$ cat config.mk
export PLATFORM = sky130hd
export DESIGN_NAME = btl_search_ctrl
export DESIGN_NICKNAME = d
export VERILOG_FILES = /design/src/rtl/core/btl_pkg.sv /design/src/rtl/core/btl_search_ctrl.sv
export VERILOG_INCLUDE_DIRS = /design/src /design/src/rtl/core
export SDC_FILE = /design/constraint.sdc
export NUM_CORES = 1
export LEC_CHECK = 0
export BUFFER_PORTS_ARGS = -buffer_cell sky130_fd_sc_hd__clkbuf_2
export CORE_ASPECT_RATIO = 1.25
export CORE_MARGIN = 2
export CORE_UTILIZATION = 53
export CTS_BUF_LIST = sky130_fd_sc_hd__clkbuf_4 sky130_fd_sc_hd__clkbuf_8
export CTS_CLUSTER_DIAMETER = 200
export CTS_CLUSTER_SIZE = 10
export DETAILED_ROUTE_END_ITERATION = 8
export GPL_TIMING_DRIVEN = 0
export PLACE_DENSITY = 0.77
export SLEW_MARGIN = 20
export SYNTH_ARGS = -nofsm -noshare
export SYNTH_HDL_FRONTEND = slang
export SYNTH_SLANG_ARGS = --single-unit
$ cat constraint.sdc
create_clock -name i_clk -period 8.28 [get_ports i_clk]
set_input_delay 1.656 -clock i_clk [delete_from_list [all_inputs] [get_ports i_clk]]
set_output_delay 1.656 -clock i_clk [all_outputs]
set_load 0.01 [all_outputs]
$ cat src/rtl/core/assert_macros.svh
// ----------------------------------------------------------------------------
// assert_macros.svh
// Clocked assertion helpers. Define ASSERT_OFF to compile them out.
// The using module must have i_clk and i_rst_n in scope.
// ----------------------------------------------------------------------------
`ifndef ASSERT_MACROS_SVH
`define ASSERT_MACROS_SVH

`ifndef ASSERT_OFF
// Property must hold at every clock edge out of reset
`define BTL_ASSERT(label, prop, msg) \
    label: assert property (@(posedge i_clk) disable iff (!i_rst_n) prop) else $error(msg);
// Condition must never be seen at a clock edge out of reset
`define BTL_ASSERT_NEVER(label, cond, msg) \
    label: assert property (@(posedge i_clk) disable iff (!i_rst_n) !(cond)) else $error(msg);
`else
`define BTL_ASSERT(label, prop, msg)
`define BTL_ASSERT_NEVER(label, cond, msg)
`endif

`endif

$ cat src/rtl/core/btl_pkg.sv
// ----------------------------------------------------------------------------
// btl_pkg
// Shared types and constants of the branch target locator.
// ----------------------------------------------------------------------------
package btl_pkg;

    localparam int TABLE_DEPTH = 1024;
    localparam int NEAR_RANGE  = 9;

    localparam int IDX_W  = $clog2(TABLE_DEPTH);
    localparam int CNT_W  = 11;
    localparam int LOC_W  = 32;
    localparam int POS_W  = CNT_W + 1;
    localparam int NEAR_W = $clog2(NEAR_RANGE + 2);
    localparam int WORD_W = LOC_W + 1;

    typedef enum logic [1:0] {
        ACT_LOAD      = 2'd0,
        ACT_RESOLVE   = 2'd1,
        ACT_READ_MARK = 2'd2
    } t_action;

    typedef struct packed {
        logic [1:0]       action;
        logic [IDX_W-1:0] entry_index;
        logic [LOC_W-1:0] location_value;
    } t_request;

    typedef struct packed {
        logic             status;
        logic [IDX_W-1:0] result_index;
        logic             mark_bit;
    } t_result;

    typedef struct packed {
        logic              rd_en;
        logic [IDX_W-1:0]  rd_addr;
        logic              wr_en;
        logic [IDX_W-1:0]  wr_addr;
        logic [WORD_W-1:0] wr_data;
    } t_mem_req;

    typedef struct packed {
        logic in_ready;
        logic res_valid;
    } t_ctrl_status;

    localparam t_result RES_MISS = '{status: 1'b1, result_index: '0, mark_bit: 1'b0};

endpackage

$ cat src/rtl/core/btl_search_ctrl.sv
// ----------------------------------------------------------------------------
// btl_search_ctrl
// Sequencer: clearing pass, loads, mark reads and the halving/neighbour search.
// ----------------------------------------------------------------------------
`include "assert_macros.svh"

module btl_search_ctrl
    import btl_pkg::*;
(
    input  logic              i_clk,
    input  logic              i_rst_n,
    input  logic [CNT_W-1:0]  i_count,
    input  logic              i_req_valid,
    input  t_request          i_req,
    input  logic              i_res_take,
    input  logic [WORD_W-1:0] i_rd_data,
    output t_mem_req          o_mem,
    output t_ctrl_status      o_status,
    output t_result           o_res
);

    typedef enum logic [5:0] {
        S_CLEAR  = 6'b000001,
        S_IDLE   = 6'b000010,
        S_SEARCH = 6'b000100,
        S_NEAR   = 6'b001000,
        S_READ   = 6'b010000,
        S_EMIT   = 6'b100000
    } t_state;

    t_state            r_state, n_state;
    logic [IDX_W-1:0]  r_clr_addr, n_clr_addr;
    logic [POS_W-1:0]  r_pos, n_pos;
    logic [POS_W-1:0]  r_step, n_step;
    logic [POS_W-1:0]  r_cand, n_cand;
    logic [NEAR_W-1:0] r_dist, n_dist;
    logic              r_down, n_down;
    logic [LOC_W-1:0]  r_target, n_target;
    logic [IDX_W-1:0]  r_index, n_index;
    t_result           r_res, n_res;

    t_mem_req          mem_req;
    logic [POS_W-1:0]  cnt_ext;
    logic [LOC_W-1:0]  rd_loc;
    logic              rd_mark;
    logic              rd_hit;
    logic              rd_above;
    logic [POS_W-1:0]  new_pos;
    logic              new_ok;
    logic [POS_W-1:0]  cand_nx;
    logic [NEAR_W-1:0] dist_nx;
    logic              cand_ok;

    assign cnt_ext  = {1'b0, i_count};
    assign rd_loc   = i_rd_data[LOC_W-1:0];
    assign rd_mark  = i_rd_data[LOC_W];
    assign rd_hit   = (rd_loc == r_target);
    assign rd_above = (rd_loc > r_target);

    always_ff @(posedge i_clk) begin
        if (!i_rst_n) begin
            r_state    <= S_CLEAR;
            r_clr_addr <= '0;
        end else begin
            r_state    <= n_state;
            r_clr_addr <= n_clr_addr;
        end
    end

    always_ff @(posedge i_clk) begin
        r_pos    <= n_pos;
        r_step   <= n_step;
        r_cand   <= n_cand;
        r_dist   <= n_dist;
        r_down   <= n_down;
        r_target <= n_target;
        r_index  <= n_index;
        r_res    <= n_res;
    end

    always_comb begin
        n_state    = r_state;
        n_clr_addr = r_clr_addr;
        n_pos      = r_pos;
        n_step     = r_step;
        n_cand     = r_cand;
        n_dist     = r_dist;
        n_down     = r_down;
        n_target   = r_target;
        n_index    = r_index;
        n_res      = r_res;
        mem_req    = '0;
        new_pos    = '0;
        new_ok     = 1'b0;
        cand_nx    = '0;
        dist_nx    = '0;
        cand_ok    = 1'b0;

        unique case (r_state)
            S_CLEAR: begin
                mem_req.wr_en   = 1'b1;
                mem_req.wr_addr = r_clr_addr;
                n_clr_addr      = r_clr_addr + IDX_W'(1);
                if (r_clr_addr == {IDX_W{1'b1}}) begin
                    n_state = S_IDLE;
                end
            end
            S_IDLE: begin
                if (i_req_valid) begin
                    n_target = i_req.location_value;
                    n_index  = i_req.entry_index;
                    unique case (i_req.action)
                        ACT_LOAD: begin
                            mem_req.wr_en   = 1'b1;
                            mem_req.wr_addr = i_req.entry_index;
                            mem_req.wr_data = {1'b0, i_req.location_value};
                            n_res   = '{status: 1'b0, result_index: i_req.entry_index,
                                        mark_bit: 1'b0};
                            n_state = S_EMIT;
                        end
                        ACT_RESOLVE: begin
                            if (i_count == '0) begin
                                n_res   = RES_MISS;
                                n_state = S_EMIT;
                            end else begin
                                n_pos           = {2'b00, i_count[CNT_W-1:1]};
                                n_step          = {3'b000, i_count[CNT_W-1:2]};
                                mem_req.rd_en   = 1'b1;
                                mem_req.rd_addr = i_count[IDX_W:1];
                                n_state         = S_SEARCH;
                            end
                        end
                        ACT_READ_MARK: begin
                            mem_req.rd_en   = 1'b1;
                            mem_req.rd_addr = i_req.entry_index;
                            n_state         = S_READ;
                        end
                        default: begin
                            n_res   = '0;
                            n_state = S_EMIT;
                        end
                    endcase
                end
            end
            S_READ: begin
                n_res   = '{status: 1'b0, result_index: r_index, mark_bit: rd_mark};
                n_state = S_EMIT;
            end
            S_SEARCH: begin
                if (rd_hit) begin
                    // set the mark, keep the location
                    mem_req.wr_en   = 1'b1;
                    mem_req.wr_addr = r_pos[IDX_W-1:0];
                    mem_req.wr_data = {1'b1, r_target};
                    n_res   = '{status: 1'b0, result_index: r_pos[IDX_W-1:0], mark_bit: 1'b1};
                    n_state = S_EMIT;
                end else if (r_step == '0) begin
                    // first neighbour on the side of the target
                    cand_nx = rd_above ? (r_pos - POS_W'(1)) : (r_pos + POS_W'(1));
                    cand_ok = rd_above ? (r_pos != '0) : (cand_nx < cnt_ext);
                    if (cand_ok) begin
                        mem_req.rd_en   = 1'b1;
                        mem_req.rd_addr = cand_nx[IDX_W-1:0];
                        n_cand  = cand_nx;
                        n_dist  = NEAR_W'(1);
                        n_down  = rd_above;
                        n_state = S_NEAR;
                    end else begin
                        n_res   = RES_MISS;
                        n_state = S_EMIT;
                    end
                end else begin
                    if (rd_above) begin
                        new_pos = r_pos - r_step;
                        new_ok  = (r_step <= r_pos);
                    end else begin
                        new_pos = r_pos + r_step;
                        new_ok  = (new_pos < cnt_ext);
                    end
                    if (new_ok) begin
                        mem_req.rd_en   = 1'b1;
                        mem_req.rd_addr = new_pos[IDX_W-1:0];
                        n_pos  = new_pos;
                        n_step = r_step >> 1;
                    end else begin
                        n_res   = RES_MISS;
                        n_state = S_EMIT;
                    end
                end
            end
            S_NEAR: begin
                if (rd_hit) begin
                    mem_req.wr_en   = 1'b1;
                    mem_req.wr_addr = r_cand[IDX_W-1:0];
                    mem_req.wr_data = {1'b1, r_target};
                    n_res   = '{status: 1'b0, result_index: r_cand[IDX_W-1:0], mark_bit: 1'b1};
                    n_state = S_EMIT;
                end else begin
                    dist_nx = r_dist + NEAR_W'(1);
                    cand_nx = r_down ? (r_cand - POS_W'(1)) : (r_cand + POS_W'(1));
                    cand_ok = (dist_nx <= NEAR_W'(NEAR_RANGE)) &&
                              (r_down ? (r_cand != '0) : (cand_nx < cnt_ext));
                    if (cand_ok) begin
                        mem_req.rd_en   = 1'b1;
                        mem_req.rd_addr = cand_nx[IDX_W-1:0];
                        n_cand = cand_nx;
                        n_dist = dist_nx;
                    end else begin
                        n_res   = RES_MISS;
                        n_state = S_EMIT;
                    end
                end
            end
            S_EMIT: begin
                if (i_res_take) begin
                    n_state = S_IDLE;
                end
            end
            default: begin
                n_state = S_CLEAR;
            end
        endcase
    end

    assign o_mem              = mem_req;
    assign o_status.in_ready  = (r_state == S_IDLE);
    assign o_status.res_valid = (r_state == S_EMIT);
    assign o_res              = r_res;

    `BTL_ASSERT_NEVER(a_rw_same_entry, mem_req.rd_en && mem_req.wr_en && (mem_req.rd_addr == mem_req.wr_addr), "read and write of one entry in one cycle")
    `BTL_ASSERT(a_probe_in_range, (r_state == S_SEARCH) |-> (r_pos < cnt_ext), "halving probe outside live entries")
    `BTL_ASSERT(a_near_bounded, (r_state == S_NEAR) |-> ((r_dist != '0) && (r_dist <= NEAR_W'(NEAR_RANGE))), "neighbour distance out of range")
    `BTL_ASSERT(a_hit_sets_mark, (mem_req.wr_en && ((r_state == S_SEARCH) || (r_state == S_NEAR))) |-> mem_req.wr_data[LOC_W], "resolve write without mark")

endmodule

==> results of run 1 <==
synth_stat cells (all sizes together), types with 4 or more instances:
master	instances	area share [%]
a211oi	8	0.68
a21boi	7	0.60
a21o	22	1.9
a21oi	50	2.8
a221o	21	2.4
a22o	33	3.3
a22oi	22	1.9
a31oi	10	0.71
and2	10	0.74
and3	4	0.28
buf	14	0.88
clkbuf	25	1.1
dfxtp	16	3.6
edfxtp	92	31
fa	4	0.91
ha	106	15
inv	73	3.1
mux2i	9	1.0
nand2	69	3.0
nand2b	6	0.43
nand3	22	1.3
nand4	13	1.0
nor2	76	3.2
nor2b	9	0.64
nor3	17	0.97
nor3b	4	0.34
nor4	12	1.1
o211ai	14	1.5
o21a	8	0.68
o21ai	58	3.3
o221ai	6	0.67
or3	8	0.57
or4	4	0.38
xnor2	25	2.5
xor2	21	2.1
final cells by class:
type / instances / area (um^2)
buffer: 37 / 165
fill: 1296 / 5400
tap: 216 / 270
clock buffer: 9 / 124
timing repair buffer: 189 / 1100
clock inverter: 7 / 116
inverter: 73 / 274
multi-input combinational: 714 / 5670
sequential: 108 / 3080
report_power, final:
group	internal, mW	leakage [nW]	switching, mW	total [mW]
clock	0.179	0.121	0.213	0.392
sequential	0.593	0.952	0.00590	0.599
combinational	0.101	3.65	0.119	0.220
total	0.873	4.72	0.338	1.21
timing repair:
| action | in CTS | in global routing |
|---|---|---|
| pin swaps | 32 | 30 |
| resized for setup | 40 | 37 |
| buffers inserted | 19 | 6 |
| cloned | 2 | 0 |
| setup endpoints to repair | 11 | 11 |
per-stage QoR:
step / hold slack [ps] / setup slack (ps) / TNS [ps] / util, %
2_1_floorplan: 477 / 98.2 / 0 / -
3_3_place_gp: 503 / -1180 / -36590 / 61.0
3_5_place_dp: 523 / -1230 / -14310 / 61.2
4_1_cts: 544 / -154 / -1430 / 65.4
5_1_grt: 580 / -250 / -2310 / 66.7
6_report: 546 / -40.9 / -64.8 / 66.7
kinds of logic after synthesis:
| family | count (synthesis) | share of synthesized area (%) |
|---|---|---|
| buffers and inverters | 112 | 5.06 |
| muxes | 10 | 1.15 |
| and+or+nand+nor | 267 | 15.2 |
| DFF | 108 | 35.0 |
| xor gates and xnor gates | 46 | 4.58 |
| AOI/OAI and AO/OA | 281 | 22.9 |
| adders and majority gates | 110 | 16.0 |
registers in the layout, indices dropped and copies added, names as in the netlist:
register / flops
r_target: 32
r_clr_addr: 10
r_index: 10
r_down: 1
r_pos: 12
o_res: 12
r_state: 6
r_dist: 4
r_cand: 12
r_step: 9
per-layer routing:
metal / part of all wire (%) / vias up / wire (um) / global-route usage (%)
li1: - / 3909 / - / -
met1: 40 / 3944 / 11100 / 39.2
met2: 48 / 404 / 13300 / 52.5
met3: 7.5 / 71 / 2080 / 4.55
met4: 3.9 / 0 / 1070 / 14.0
met5: 0 / - / 0 / 0
worst max path at each step:
stage / startpoint / to / cells past startpoint
final: i_rd_data[14] / o_mem[49] / 27
after global routing: i_rd_data[14] / o_mem[49] / 27
after CTS: i_rd_data[2] / o_mem[50] / 28
after detailed placement: i_rd_data[27] / o_mem[49] / 26
after global placement: i_rd_data[27] / o_mem[48] / 26
after floorplan: i_rd_data[30] / o_mem[48] / 24
worst min-delay path: stages (launching register included):
cell and delay [ps]:
dfxtp_1 360, o21ai_0 80, a21boi_0 70
cells in the final DEF (no fill, tap or decap), drive strengths merged, types with 14 or more instances in the layout:
| master | n |
|---|---|
| a21o | 22 |
| a21oi | 50 |
| a221o | 21 |
| a22o | 33 |
| a22oi | 22 |
| buf | 52 |
| clkbuf | 182 |
| dfxtp | 16 |
| edfxtp | 92 |
| ha | 106 |
| inv | 76 |
| nand2 | 69 |
| nand3 | 22 |
| nor2 | 76 |
| nor3 | 17 |
| o211ai | 14 |
| o21ai | 58 |
| xnor2 | 25 |
| xor2 | 21 |
==> qor_table.md, run 1 <==
| Item | Value | Unit |
|---|---|---|
| Startpoint of the most critical hold path | r_clr_addr[6]$_SDFFE_PN0N_ | - |
| H-Tree Level Count | 3 | - |
| Wire length of the first global-routing pass | 42400 | um |
| Critical path class | in -> out | - |
| Post-route clock period utilization | 100 | % |
| Final setup vio count | 3 | - |
| Cell area power density | 112 | nW/um^2 |
| Longest Clk Path Bufs | 2 | - |
| Remaining number of nets flagged by the antenna check after routing | 0 | - |
| Async set-or-reset flop fraction in the synthesized netlist | 0 | % |
| Final Net Count | 1334 | - |
| Die width | 119 | um |
| Biggest cell delay along the critical path | 370 | ps |
| Synthesized netlist cell count | 934 | - |
| Count of flip-flops with a built-in enable after synthesis | 92 | - |
| Type of destination of the critical path | output port | - |
| Final weighted congestion in routability-driven placement | 0.965 | - |
| Final Routed Wirelength | 27600 | um |
| Kind of cell adding the most delay to the critical path | compound AO/OA/AOI/OAI gates | - |
| Startpoint class of the critical path | input port | - |
| Number of hold violations in the final report | 0 | - |
| Max Slew Vio Count | 0 | - |
| Area after DPL | 9920 | um^2 |
| HPWL Detailed | 21100 | um |
| FF-to-FF Start | r_target[14]$_DFFE_PP_ | - |
| Max-capacitance violation count | 0 | - |
| CTS clk-pin slew, worst paths | 110 | ps |
| Placed cells | 1312 | - |
| Syn Std Cell Area | 8800 | um^2 |
| #FFs+latches synth | 108 | - |
| Hold Buf Count CTS | 0 | - |
| Worst Tran Pin Value | 979 | ps |
| Average detailed-routed wire length per instance | 20.4 | um |
| Pin count of the biggest net entering global routing | 48 | - |
| Post-synthesis average cell area | 9.42 | um^2 |
| Portion of the post-synthesis area used by sequential elements | 35.0 | % |
| Global route total overflow | 0 | - |
| Via Count | 8328 | - |
| CTS sink cnt | 108 | - |
| RSZ-0062 raised after global routing | true | - |
| Count of buffer and inverter cells on the critical path | 6 | - |
| Length in cells of the worst reg-to-reg path | 30 | - |
| Peak supply drop | 0.0000729 | V |
| Failing checks | setup timing | - |
| Die Ht | 148 | um |
| Slew HR | 34.6 | % |
| Vias per cell | 6.16 | - |
| Standard cell with the maximum stage delay on the critical path | fa_2 | - |
| Fraction of final layout cells with drive strength greater than 1 | 24.5 | % |
| Via count of the first global-routing pass | 7964 | - |
| Status | complete, but fails checks | - |
| Path category of the worst min-delay check | reg -> reg | - |
| Clock tree root driver cell | clkbuf_8 | - |
| Layout Skew | 14.9 | ps |
| Worst-case register-to-register setup slack | 1860 | ps |
| Antenna diode instance count | 0 | - |
| Initial cell density of the core | 54.3 | % |
| Residual DRC | 0 | - |
| PortBufs | 160 | - |
| Final worst-path setup slack | -40.9 | ps |
| Number of stages on the worst hold path | 2 | - |
| Post-route insts no fill | 1353 | - |
| Power Total | 1.21 | mW |
| Hold-critical path endpoint | r_clr_addr[6]$_SDFFE_PN0N_ | - |
| Clock latency of the later-clocked register in the worst-skew pair | 410 | ps |
| Area delta synth->final | 22.8 | % |
| CTS Buf Count | 9 | - |
| Final worst path period need | 8320 | ps |
| First-pass iteration count of the detailed router | 5 | - |
| Mapped Nets | 1136 | - |
| Cell area after layout | 10800 | um^2 |
| TritonCTS clock tree | built | - |
| Most used DFF post-synth | edfxtp_1 | - |
| Total core area | 16200 | um^2 |
| Maximum frequency from static timing analysis | 120 | MHz |
| Antenna violations before repair | 0 | - |
| Worst reg2reg endpoint | r_dist[3]$_SDFFCE_PP0P_ | - |
| Static leakage | 4.72 | nW |
| Data arrival time of the critical path | 6660 | ps |
| Cell Rows | 52 | - |
| Top-level I/O count | 161 | - |
| Floorplan die area | 17700 | um^2 |
| Critical path fanouts, max | 8 | - |
| Count of yosys warnings during synthesis | 0 | - |
| Starting DRC count in detailed routing | 871 | - |
| Worst Path Required | 6620 | ps |
| Total GRT Usage | 31.0 | % |
| Synth cell types | 73 | - |
Power figures use the tool's default switching activity.
==> run 2: changes to the inputs <==
--- a/config.mk
+++ b/config.mk
@@ -15,7 +15,7 @@
 export CTS_CLUSTER_SIZE = 10
 export DETAILED_ROUTE_END_ITERATION = 8
 export GPL_TIMING_DRIVEN = 0
-export PLACE_DENSITY = 0.77
+export PLACE_DENSITY = 0.87
 export SLEW_MARGIN = 20
 export SYNTH_ARGS = -nofsm -noshare
 export SYNTH_HDL_FRONTEND = slang
==> run 2 against run 1 <==
  * Hold slack better by 0.65 ps
  * Wire length up 5.5%
  * Clock power down 9.9%
  * Setup slack worse by 310 ps
  * Core utilization up 0.49 points
  * The run still ends with setup timing left
  * Combinational power up 2%
  * Sequential share of layout area down 0.21 points
  * Register-to-register slack worse by 170 ps
  * Via count up 4.5%
  * Clock skew up 2.5 ps
  * Cell count up 0.22%
==> qor_table.md, run 2 (synthesis results as in run 1) <==
| Item | Value | Unit | Delta |
|---|---|---|---|
| CTS sink cnt | 108 | - | unchanged |
| Average detailed-routed wire length per instance | 21.5 | um | +5.3% |
| Peak supply drop | 0.0000648 | V | -11% |
| Pin count of the biggest net entering global routing | 25 | - | -48% |
| Top-level I/O count | 161 | - | unchanged |
| Clock tree root driver cell | clkbuf_8 | - |  |
| Final worst-path setup slack | -347 | ps | -306 ps |
| Critical path fanouts, max | 6 | - | -2 |
| Starting DRC count in detailed routing | 1067 | - | +23% |
| Wire length on met1 | 10600 | um | -4.5% |
| Startpoint of the most critical hold path | r_clr_addr[6]$_SDFFE_PN0N_ | - |  |
| Area after DPL | 9940 | um^2 | +0.18% |
| Via Count | 8706 | - | +4.5% |
| Cell area after layout | 10900 | um^2 | +0.73% |
| Cell Rows | 52 | - | unchanged |
| Longest Clk Path Bufs | 2 | - | unchanged |
| Comb power frac | 19.1 | % | +1.0 points |
| Global route total overflow | 0 | - | unchanged |
| Floorplan die area | 17700 | um^2 | unchanged |
| Data arrival time of the critical path | 6970 | ps | +310 ps |
| Antenna violations before repair | 0 | - | unchanged |
| Highest routed layer | met4 | - |  |
| Clock latency of the later-clocked register in the worst-skew pair | 410 | ps | about the same |
| Leading cell type in the layout, fill and taps excluded | clkbuf_2 | - |  |
| Wire length of the first global-routing pass | 42800 | um | +0.80% |
| FF-to-FF Start | r_target[13]$_DFFE_PP_ | - |  |
| Final weighted congestion in routability-driven placement | 0.994 | - | +3.0% |
| Startpoint class of the critical path | input port | - |  |
| Fraction of final layout cells with drive strength greater than 1 | 24.7 | % | +0.29 points |
| Vias per cell | 6.42 | - | +4.3% |
| CTS clk-pin slew, worst paths | 110 | ps | about the same |
| Max FFs per register | 32 | - | unchanged |
| Final Routed Wirelength | 29100 | um | +5.5% |
| Slew HR | 36.5 | % | +1.9 points |
| Layout Skew | 17.4 | ps | +2.48 ps |
| Total GRT Usage | 31.0 | % | about the same |
| RSZ-0062 raised after global routing | true | - |  |
| Final hold slack | 547 | ps | +0.655 ps |
| Critical path class | in -> out | - |  |
| Clock power frac | 30.0 | % | -2.4 points |
| First-pass iteration count of the detailed router | 8 | - | +3 |
| Antenna diode instance count | 0 | - | unchanged |
| Max Slew Vio Count | 0 | - | unchanged |
| Maximum frequency from static timing analysis | 116 | MHz | -3.5% |
| Commonest cells after routing, fill and taps aside | clkbuf_2, ha_1, edfxtp_1, nor2_1, inv_1 | - |  |
| Worst Tran Pin Value | 929 | ps | -50.0 ps |
| Die width | 119 | um | unchanged |
| Switching part of the total | 28.3 | % | +0.34 points |
| Failing checks | setup timing | - |  |
| Static leakage | 4.75 | nW | +0.55% |
| Power Total | 1.18 | mW | -2.8% |
| Met2 wirelength from detailed routing | 13500 | um | +1.9% |
| H-Tree Level Count | 3 | - | unchanged |
| Total core area | 16200 | um^2 | unchanged |
| Max-capacitance violation count | 0 | - | unchanged |
| HPWL Detailed | 20900 | um | -1.0% |
| Initial cell density of the core | 54.3 | % | unchanged |
| Register with the highest flop count | r_target | - |  |
| Area delta synth->final | 23.7 | % |  |
| Type of destination of the critical path | output port | - |  |
| Switching power | 0.332 | mW | -1.6% |
| Final worst path period need | 8630 | ps | +306 ps |
| Final setup vio count | 11 | - | +8 |
| Worst Path Required | 6620 | ps | about the same |
| Remaining number of nets flagged by the antenna check after routing | 0 | - | unchanged |
| TritonCTS clock tree | built | - |  |
| Final Net Count | 1337 | - | +0.22% |
| Relative contribution of sequential cells to total power | 50.9 | % | +1.4 points |
| Crit path launch | i_rd_data[15] | - |  |
| Metal3 WL | 3030 | um | +46% |
| Cell area power density | 108 | nW/um^2 | -3.5% |
| Path category of the worst min-delay check | reg -> reg | - |  |
| Die Ht | 148 | um | unchanged |
| CTS Buf Count | 9 | - | unchanged |
| Number of hold violations in the final report | 0 | - | unchanged |
| Via count of the first global-routing pass | 8218 | - | +3.2% |
| Internal power component | 0.844 | mW | -3.3% |
| PortBufs | 160 | - | unchanged |
| Residual DRC | 0 | - | unchanged |
| Status | complete, but fails checks | - |  |
| Post-route clock period utilization | 104 | % | +3.7 points |
run 2: cell type report:
class,instances,area (um^2)
flip-flops and latches,108,3080
fillers,1212,5320
plain buffers,37,163
clock inverters,5,67.6
multi-input cells,715,5730
clock buffers,11,139
inverters,73,274
repair buffers,191,1150
well taps,216,270
run 2: routing by layer:
metal  track usage, %  vias up
met5                0        -
met4             17.3        0
met3             6.44      150
met2             52.5      577
met1             36.7     4059
li1                 -     3920
run 2: timing repair:
action | CTS | global route
pin swaps | 29 | 27
setup buffers | 16 | 10
hold buffers | 0 | 0
gates resized for setup | 45 | 39
endpoints found under the setup margin | 11 | 11
gates cloned | 2 | 1
run 2: final timing paths:
path	endpoint	slack, ps	depth (start not counted)
worst max-delay path	o_mem[50]	-350	25
worst min register to register	r_clr_addr[6]$_SDFFE_PN0N_	550	2
worst max register to register	r_cand[1]$_DFFE_PP_	1690	27
worst min-delay path	r_clr_addr[6]$_SDFFE_PN0N_	550	2
run 2: through the flow:
stage | worst slack [ps] | cells | TNS [ps] | util [%]
2_1_floorplan | 98.2 | 934 | 0 | -
3_3_place_gp | -1080 | 1310 | -33140 | 61.0
3_5_place_dp | -1140 | 1313 | -12420 | 61.3
4_1_cts | -21.1 | 1347 | -58.1 | 65.6
5_1_grt | -671 | 1356 | -6800 | 67.2
6_report | -347 | 1356 | -3230 | 67.2
run 2: critical path: stages:
cell      delay (ps)
buf_6            110
ha_4             270
nand4_1          210
buf_4            230
nor4_4           380
and2_4           230
a31oi_4           50
or2_4            340
fa_2             400
a21o_1           180
a21oi_2          190
o21ai_2          110
o41ai_4          330
xnor2_2          180
ha_1             270
o21a_1           190
o21a_1           200
a21oi_2          180
o211ai_1         170
nor4_2           290
a211o_1          170
buf_6            150
nand2_8           90
o221ai_4         240
buf_6            140
run 2: power by group through the flow:
stage	combinational [mW]	sequential, mW	clock, mW
CTS	0.202	0.599	0.352
floorplan	0.109	0.610	0
global route	0.241	0.600	0.369
detailed placement	0.177	0.611	0
global placement	0.172	0.611	0
finish	0.225	0.599	0.353
==> run 3: changes to the inputs <==
--- a/config.mk
+++ b/config.mk
@@ -6,15 +6,14 @@
 export SDC_FILE = /design/constraint.sdc
 export NUM_CORES = 1
 export LEC_CHECK = 0
-export BUFFER_PORTS_ARGS = -buffer_cell sky130_fd_sc_hd__clkbuf_2
 export CORE_ASPECT_RATIO = 1.25
 export CORE_MARGIN = 2
-export CORE_UTILIZATION = 53
+export CORE_UTILIZATION = 61
 export CTS_BUF_LIST = sky130_fd_sc_hd__clkbuf_4 sky130_fd_sc_hd__clkbuf_8
 export CTS_CLUSTER_DIAMETER = 200
 export CTS_CLUSTER_SIZE = 10
 export DETAILED_ROUTE_END_ITERATION = 8
-export GPL_TIMING_DRIVEN = 0
+export DONT_BUFFER_PORTS = 1
 export PLACE_DENSITY = 0.87
 export SLEW_MARGIN = 20
 export SYNTH_ARGS = -nofsm -noshare
==> run 3 against run 2 <==
  * Clock-buffer cell count is 2 lower
  * First-iteration DRC count is 7.8% lower
  * Global-route usage is 1.4 points higher
  * Clock skew is 8.7 ps higher
  * Critical path type unchanged
  * Register-to-register slack better by 720 ps
  * Hold slack better by 4.3 ps
  * Critical endpoint is now o_mem[44]
  * Die area is 13% lower
  * Sequential share of layout area is 3.1 points higher
  * Design area is 9.9% lower
  * The flow now finishes without violations
  * Largest power group unchanged
  * Via count is 9.2% lower
  * Cell count is 18% lower
  * Combinational power is 25% lower
==> qor_table.md, run 3 (synthesis results as in run 1) <==
| Item | Value | Unit | Delta |
|---|---|---|---|
| Status | finished, final reports clean | - |  |
| Post-route clock period utilization | 98.0 | % | -6.2 points |
| Biggest cell delay along the critical path | 400 | ps | about the same |
| Longest Clk Path Bufs | 2 | - | unchanged |
| Standard cell with the maximum stage delay on the critical path | fa_2 | - |  |
| Final setup vio count | 0 | - | -11 |
| Cell Rows | 49 | - | -5.8% |
| Fraction of final layout cells with drive strength greater than 1 | 13.1 | % | -12 points |
| H-Tree Level Count | 3 | - | unchanged |
| Worst reg2reg endpoint | r_cand[8]$_DFFE_PP_ | - |  |
| Vias per cell | 7.08 | - | +10% |
| Area used by multi-input combinational logic | 5780 | um^2 | +0.76% |
| Leading cell type in the layout, fill and taps excluded | edfxtp_1 | - |  |
| Critical path class | in -> out | - |  |
| Area delta synth->final | 11.4 | % |  |
| Residual DRC | 0 | - | unchanged |
| HPWL Detailed | 19800 | um | -5.2% |
| Count of buffer and inverter cells on the critical path | 3 | - | -1 |
| FF-to-FF Start | r_target[0]$_DFFE_PP_ | - |  |
| Cell area power density | 116 | nW/um^2 | +7.3% |
| Register with the highest flop count | r_target | - |  |
| Final Routed Wirelength | 27100 | um | -7.0% |
| Final Net Count | 1135 | - | -15% |
| Die width | 111 | um | -6.6% |
| Layout Skew | 26.1 | ps | +8.72 ps |
| CTS Buf Count | 9 | - | unchanged |
| Final weighted congestion in routability-driven placement | 0.964 | - | -3.1% |
| Antenna diode instance count | 0 | - | unchanged |
| CTS sink cnt | 108 | - | unchanged |
| Crit path cell chain | ha_1 > nand4_1 > buf_4 > nor2_1 > a22oi_2 > a31oi_4 > or2_4 > fa_2 > a21o_1 > a21oi_2 > o21ai_2 > o41ai_2 > buf_4 > o21ai_2 > xor2_2 > ha_1 > o21a_1 > nand3_1 > o211ai_1 > nor4_1 > a211o_1 > buf_6 > a31oi_1 > o221ai_2 | - |  |
| Slew HR | 29.3 | % | -7.2 points |
| Maximum frequency from static timing analysis | 123 | MHz | +6.4% |
| First-pass iteration count of the detailed router | 5 | - | -3 |
| Starting DRC count in detailed routing | 984 | - | -7.8% |
| Hold Buf Count CTS | 0 | - | unchanged |
| Via count of the first global-routing pass | 7420 | - | -9.7% |
| Fill cell total of the finished layout | 1000 | - | -17% |
| Wire length of the first global-routing pass | 39600 | um | -7.5% |
| PortBufs | 0 | - | -100% |
| Length in cells of the worst reg-to-reg path | 24 | - | -11% |
| Startpoint of the most critical hold path | r_clr_addr[6]$_SDFFE_PN0N_ | - |  |
| Commonest cells after routing, fill and taps aside | edfxtp_1, ha_1, nor2_1, inv_1, nand2_1 | - |  |
| Worst Tran Pin Value | 1050 | ps | +126 ps |
| Initial cell density of the core | 61.8 | % | +7.5 points |
| Critical path depth in cells | 24 | - | -4.0% |
| Global route total overflow | 0 | - | unchanged |
| Type of destination of the critical path | output port | - |  |
| Pin count of the biggest net entering global routing | 48 | - | +92% |
| Critical path fanouts, max | 9 | - | +3 |
| Path category of the worst min-delay check | reg -> reg | - |  |
| CTS clk-pin slew, worst paths | 130 | ps | +20 ps |
| Average detailed-routed wire length per instance | 24.2 | um | +13% |
| Peak supply drop | 0.0000888 | V | +37% |
| Floorplan die area | 15400 | um^2 | -13% |
| Last element of the critical path | o_mem[44] | - |  |
| Total core area | 14200 | um^2 | -12% |
| Worst-case register-to-register setup slack | 2410 | ps | +720 ps |
| Via Count | 7906 | - | -9.2% |
| Crit path launch | i_rd_data[13] | - |  |
| Setup TNS | 0 | ps | +3230 ps |
| Clock latency of the later-clocked register in the worst-skew pair | 400 | ps | about the same |
| Final worst path period need | 8110 | ps | -515 ps |
| Kind of cell adding the most delay to the critical path | compound AO/OA/AOI/OAI gates | - |  |
| Worst Path Required | 6620 | ps | about the same |
| Max Slew Vio Count | 0 | - | unchanged |
| Top-level I/O count | 161 | - | unchanged |
| Max-capacitance violation count | 0 | - | unchanged |
| Clock tree root driver cell | clkbuf_8 | - |  |
| Startpoint class of the critical path | input port | - |  |
| Remaining number of nets flagged by the antenna check after routing | 0 | - | unchanged |
| RSZ-0062 raised after global routing | true | - |  |
| Static leakage | 3.90 | nW | -18% |
| Total GRT Usage | 32.5 | % | +1.4 points |
| Number of hold violations in the final report | 0 | - | unchanged |
| Max FFs per register | 32 | - | unchanged |
| Final hold slack | 551 | ps | +4.28 ps |
| Reg area | 3080 | um^2 | unchanged |
| TritonCTS clock tree | built | - |  |
| Antenna violations before repair | 0 | - | unchanged |
| Data arrival time of the critical path | 6460 | ps | -510 ps |
| Die Ht | 138 | um | -6.6% |
## run 3: timing repair
| action | CTS | global route |
|---|---|---|
| resized for setup | 1 | 61 |
| pin swaps | 0 | 33 |
| endpoints found under the setup margin | 1 | 11 |
| buffers inserted | 0 | 7 |
## run 3: worst min path at each step
stage	endpoint	slack, ps	cells past startpoint
after floorplan	r_clr_addr[6]$_SDFFE_PN0N_	480	2
after global placement	r_clr_addr[9]$_SDFFE_PN0N_	490	2
after detailed placement	r_clr_addr[9]$_SDFFE_PN0N_	520	2
after CTS	r_clr_addr[6]$_SDFFE_PN0N_	540	2
after global routing	r_clr_addr[6]$_SDFFE_PN0N_	580	2
final	r_clr_addr[6]$_SDFFE_PN0N_	550	2
## run 3: final cells by class
class	count	share of cell area, %
Clock buffer	9	1.26
Clock inverter	7	1.05
Inverter	73	2.87
Multi-Input combinational cell	714	59.0
Sequential cell	108	31.5
Tap cell	178	2.27
Timing Repair Buffer	27	2.11
## run 3: worst reg2reg max path, cell delays in order (launching register included)
cell and delay, ps:
edfxtp_1 480, ha_4 300, nand4_1 180, nor4_4 380, and2_4 230, a31oi_4 50
or2_4 310, fa_2 400, a21o_1 190, a21oi_2 160, o21ai_2 80, o41ai_2 320
buf_4 200, xnor2_4 80, ha_1 290, o21a_1 170, o21a_1 210, a21oi_2 170
o211ai_1 110, nor4_1 270, a211o_1 180, buf_6 160, a21oi_1 110, nor4_2 240
buf_4 290
## run 3: per-layer routing
metal	up-vias	track usage, %	share of wire [%]
met5	-	0	0
li1	3497	-	-
met3	141	8.46	10
met1	3708	38.7	36
met4	0	20.3	7.4
met2	560	52.3	47
## run 3: report_power, final
| group | total [mW] | switching [mW] | internal [mW] |
|---|---|---|---|
| Sequential | 0.600 | 0.00606 | 0.593 |
| Combinational | 0.168 | 0.0921 | 0.0761 |
| Clock | 0.369 | 0.217 | 0.152 |
## run 3: through the flow
step                      std cells  cell area (um^2)  util, %  setup slack [ps]  power, mW
after global routing           1116              9800     68.9              -108       1.18
after global placement         1093              9020     63.4               164      0.749
after detailed placement       1093              9020     63.4              47.7      0.755
after floorplan                 934              8800        -              98.2      0.719
final                          1116              9800     68.9               169       1.14
after CTS                      1109              9260     65.1              1.84       1.11
